File: src/rtl/hvng_pkg.sv
// hvng_pkg: shared types, constants and register codes for the height-field
// vertex and normal generator; no dependencies
package hvng_pkg;

  localparam int MaxVertsPerRow = 256;
  localparam int ColW           = $clog2(MaxVertsPerRow);
  localparam int HW             = 16;
  localparam int PosW           = 25;
  localparam int NrmW           = 16;
  localparam int AddrW          = 4;
  localparam int DataW          = 32;

  localparam logic signed [NrmW-1:0] NRM_ONE = 16'sd16384;

  typedef enum logic [1:0] {
    REG_BLOCKS_ACROSS = 2'd0,
    REG_BLOCKS_DOWN   = 2'd1,
    REG_CELL_WIDTH    = 2'd2,
    REG_CELL_DEPTH    = 2'd3
  } reg_idx_t;

  typedef struct packed {
    logic [7:0]  blocks_across;
    logic [7:0]  blocks_down;
    logic [15:0] cell_width;
    logic [15:0] cell_depth;
  } cfg_t;

  typedef enum logic [2:0] {
    S_IDLE,
    S_SEL,
    S_POS,
    S_NORM,
    S_OUT,
    S_UPD
  } ctrl_state_t;

  typedef enum logic [2:0] {
    N_IDLE,
    N_SHIFT,
    N_SQ,
    N_SQRT,
    N_DSET,
    N_DIV,
    N_DONE
  } norm_state_t;

  typedef struct packed {
    logic accept;
    logic sel;
    logic pos;
    logic upd;
  } cmd_t;

  typedef struct packed {
    logic any_pending;
    logic cur_int;
    logic norm_done;
  } status_t;

endpackage

File: src/rtl/hvng_ctrl.sv
// hvng_ctrl: sequencer for item intake, result selection, normal wait,
// output handshake and line buffer update; uses hvng_pkg
module hvng_ctrl (
  input  logic                clk,
  input  logic                rst,
  input  logic                in_valid,
  output logic                in_stall,
  output logic                out_valid,
  input  logic                out_stall,
  input  hvng_pkg::status_t   status,
  output hvng_pkg::cmd_t      cmd
);
  import hvng_pkg::*;

  ctrl_state_t state, state_next;

  always_ff @(posedge clk) begin
    if (rst) state <= S_IDLE;
    else     state <= state_next;
  end

  always_comb begin
    state_next = state;
    unique case (state)
      S_IDLE: if (in_valid) state_next = S_SEL;
      S_SEL:  state_next = status.any_pending ? S_POS : S_UPD;
      S_POS:  state_next = status.cur_int ? S_NORM : S_OUT;
      S_NORM: if (status.norm_done) state_next = S_OUT;
      S_OUT:  if (!out_stall) state_next = S_SEL;
      S_UPD:  state_next = S_IDLE;
      default: state_next = S_IDLE;
    endcase
  end

  always_comb begin
    cmd        = '0;
    in_stall   = (state != S_IDLE);
    out_valid  = (state == S_OUT);
    cmd.accept = (state == S_IDLE) && in_valid;
    cmd.sel    = (state == S_SEL) && status.any_pending;
    cmd.pos    = (state == S_POS);
    cmd.upd    = (state == S_UPD);
  end

endmodule

File: config.mk
export PLATFORM = sky130hd
export DESIGN_NAME = hvng_ctrl
export DESIGN_NICKNAME = d
export VERILOG_FILES = /design/src/rtl/hvng_pkg.sv /design/src/rtl/hvng_ctrl.sv
export SDC_FILE = /design/constraint.sdc
export NUM_CORES = 1
export LEC_CHECK = 0
export BUFFER_PORTS_ARGS = -buffer_cell sky130_fd_sc_hd__buf_4
export CORE_AREA = 2 2 39 41
export CTS_CLUSTER_DIAMETER = 120
export DETAILED_ROUTE_END_ITERATION = 16
export DIE_AREA = 0 0 41 43
export MAX_ROUTING_LAYER = met4
export SLEW_MARGIN = 20
export SYNTH_ARGS = -nofsm -noshare
export SYNTH_HDL_FRONTEND = slang
export SYNTH_SLANG_ARGS = --single-unit
File: constraint.sdc
create_clock -name clk -period 1.2 [get_ports clk]
set_input_delay 0.06 -clock clk [delete_from_list [all_inputs] [get_ports clk]]
set_output_delay 0.06 -clock clk [all_outputs]
set_load 0.05 [all_outputs]
# Word level (Yosys, flattened, before mapping)
# Index checks and enable logic that the tools add are counted.
[word_totals]
wordCells = 20
out_inout_bits = 6
reg_bits = 3
in_bits = 7
[op_classes]
n_reduce_logical = 5
eq_ne = 8
muxes = 6
[ops]
columns = ["operator", "n"]
rows = [
  ["$mux 3", 5],
  ["$pmux 3 s5", 1],
  ["$eq 3x2->1 const B", 2],
  ["$eq 3x3->1 const B", 2],
  ["$ne 2x2->1 const B", 3],
  ["$eq 3x1->1 const B", 1],
  ["$logic_not 3->1", 1],
  ["$reduce_and 3->1", 1],
  ["$reduce_bool 3->1", 1],
  ["$logic_and 1x1->1", 2],
]

# Longest topological paths before layout
[logic_depth]
depth_word = 3
ltp_mapped = 4
depth_no_buf = 3

# Worst setup path after synthesis
# OpenSTA, ideal clock, no wires.
[synth_timing]
path_type = "register to output"
startpoint = "register state[0]"
endpoint = "output cmd[2] in the netlist's numbering"
slack_ns = -0.574
path_stages_with_launch = 3
required_time_ns = 1.140
n_path_buf = 1
arrival_ns = 1.714
path_cell_list = "dfxtp_1 buf_2 nor3b_1"
[synth_lines]
columns = ["element", "line_no", "source"]
rows = [
  ["from (decl)", "hvng_ctrl.sv:15", "ctrl_state_t state, state_next;"],
  ["from (signal assigned)", "hvng_ctrl.sv:19", "else state <= state_next;"],
  ["to (decl)", "hvng_ctrl.sv:11", "output hvng_pkg::cmd_t cmd"],
]

==> impl_metrics.yaml <==
finish:
  drive_gt1_share_pct: 62.1
  ff_latch_area_um2: 68.8
  fin_nets: 66
  insertedDiodeCount: 0
  largest_reg_flops: 3
  largestRegisters: "state (3)"
  synthToLayoutAreaGrowth_pct: 124
  fillers: 152
  final_cells: 74
  multi_input_area_um2: 209
  mostFrequentLayoutCell: "buf_4"
  layout_common_cells: "15 x buf_4, 7 x buf_6, 3 x a21oi_1, 3 x clkbuf_4"
  regMostFlops: "state"
clock_network:
  htree_levels: 1
  numCtsBuffers: 3
  cts-root-buf: "clkbuf_4"
  insertion_delay_ns: 0.23
  cts_buffer_depth: 2
  path_clk_slew_ns: 0.03
  clkSinkCount: 3
  cts_tree: "yes"
global_route:
  first_global_vias: 364
  grt_use_total_pct: 10.7
  grt_first_pass_wirelength_mm: 1.21
  antenna_found_initial: 0
  grt_start_max_net_pins: 9
  overflow: 0
power_and_ir_drop:
  combPwrFrac_pct: 59.7
  swShare_pct: 39.2
  switchingPower_uw: 309
  power.density_mw_per_mm2: 1420
  p_clk_share_pct: 22.2
  irDropWorstVdd_mv: 0.584
  seq_power_share_pct: 18.1
  internal_power_uw: 479
  p_leak_uw: 0.000245
worst_hold_path:
  hp-class: "in2reg"
worst_setup_path:
  crit_arrival_ns: 1.21
  worstPathRequired_ns: 1.14
  end_kind: "output port"
  path_class: "reg2out"
  path_max_fanout: 4
  start_kind: "flip-flop"
route:
  firstDrtPassIters: 2
  drt_iter0_markers: 1
  vias: 328
  routed_wl_um: 754
  wl_per_cell_um: 10.2
  vias_per_cell: 4.43
  ant_nets: 0
  drc: 0
run:
  drv_cap: 0
placed_design:
  dp_cells: 65
  port_buffers: 12
  gp_congestion: 0.674
  pre_cts_ws_ns: 0.0773
yosys:
  synth_xor_xnor_area_share_pct: 0
  synth-seq-cells: 3
  yosys.area.top_type: "dfxtp_1"
  synth-compound-area-share_pct: 17.7
  yosys.area_share.simple_pct: 49.5
  synth_top_family_by_area: "simple AND/OR/NAND/NOR gates"
  postSynthCellCount: 33
  synth_area_leaders: "dfxtp_1 24%, nor3b_1 15%, nand2b_1 7.6%, o31a_1 7.1%, a21oi_1 6.1%"
  synth_cell_types: 18
  postSynthAreaPerCell_um2: 7.51
  ys_seq_area_share_pct: 24.2
  synth.area.mux_share_pct: 0
  synthesis.nets: 40
  yosysWarnings: 0
  netlist_area_um2: 248
  synth-adder-area-share_pct: 0
  synth_top_area_share_pct: 24.2
die:
  dieArea_mm2: 0.00176
  core_area_mm2: 0.00138
  ios: 13
  num_rows: 14
  start_util_pct: 17.9
  chipWidth_um: 41
  fp.dieH_um: 43
status:
  status: "finished, violations left"
  violations: "negative setup slack"
timing:
  clock.fmax_mhz: 786
  setup-violations-final: 4
  finalHoldViolCount: 0
  period_minus_slack_ns: 1.27
  rsz0062_at_grt: "yes"
  tightest_slew_ns: 0.240
  clock_skew_ns: 0.00102
  timing.final.crit_share_pct: 106
  fin_ws_ns: -0.0728
  slew_headroom_pct: 83.9
  finalMaxSlewViolations: 0
logic make-up (layout without fill, tap and decap cells):
family	count (synthesis)	after routing
compound gates	7	7
flops	3	3
simple gates	19	19
buf+inv	4	29
synthesized netlist by cell type:
library cell / n
nor3b_1: 5
a21oi_1: 3
dfxtp_1: 3
nand2b_1: 3
nor2_1: 3
buf_2: 2
nor3_1: 2
o31a_1: 2
a31oi_1: 1
and2_1: 1
and3b_1: 1
buf_4: 1
inv_1: 1
nand2_1: 1
nand4b_1: 1
nor4_1: 1
o21ai_0: 1
or3_4: 1
final timing paths:
path	slack [ns]	startpoint	cells after the start	endpoint
setup / recovery	-0.07	state[2]	3	cmd[3]
hold / removal	0.11	rst	3	state[0]
setup reg to reg	0.05	state[2]	5	state[0]
hold reg to reg	0.66	state[0]	3	state[0]
critical path: stages (launching register included):
cell     delay [ns]
dfxtp_4        0.35
or3_4          0.38
nor2_4         0.10
buf_8          0.15
through the flow:
| step | hold slack, ns | utilization (%) | setup TNS [ns] | area [um^2] | power (uW) |
|---|---|---|---|---|---|
| floorplan | 0.218 | - | -0.0910 | 283 | 406 |
| finish | 0.114 | 40.1 | -0.117 | 554 | 787 |
| global placement | 0.352 | 30.9 | 0 | 428 | 523 |
| detailed placement | 0.357 | 30.9 | 0 | 428 | 527 |
| global route | 0.124 | 40.1 | -0.252 | 554 | 830 |
| CTS | 0.105 | 40.1 | -0.195 | 554 | 797 |
per-layer routing:
metal | share of wire [%] | track usage (%) | vias up
li1 | - | - | 170
met1 | 36 | 9.29 | 150
met2 | 58 | 17.2 | 6
met3 | 2.5 | 1.57 | 2
met4 | 2.8 | 11.3 | 0
met5 | 0 | - | -
power by group through the flow:
stage               clock network [uW]  registers [uW]  logic [uW]
floorplan                            0             128         277
global placement                     0             144         379
detailed placement                   0             143         383
CTS                                187             142         468
global route                       189             145         496
finish                             175             143         470
final cells by class:
type | instances | share of cell area [%]
repair buffers | 24 | 40.9
flip-flops and latches | 3 | 12.4
well taps | 16 | 3.61
clock buffers | 4 | 4.74
multi-input cells | 26 | 37.7
inverters | 1 | 0.677
repair_timing:
| action | 4_1_cts | 5_1_grt |
|---|---|---|
| setup endpoints to repair | 6 | 5 |
| gates cloned | 0 | 0 |
| gates resized for setup | 15 | 0 |
| pin swaps | 1 | 1 |
| hold buffers | 0 | 0 |
| setup buffers | 5 | 0 |
No activity file was read; power rests on OpenSTA's default activity.
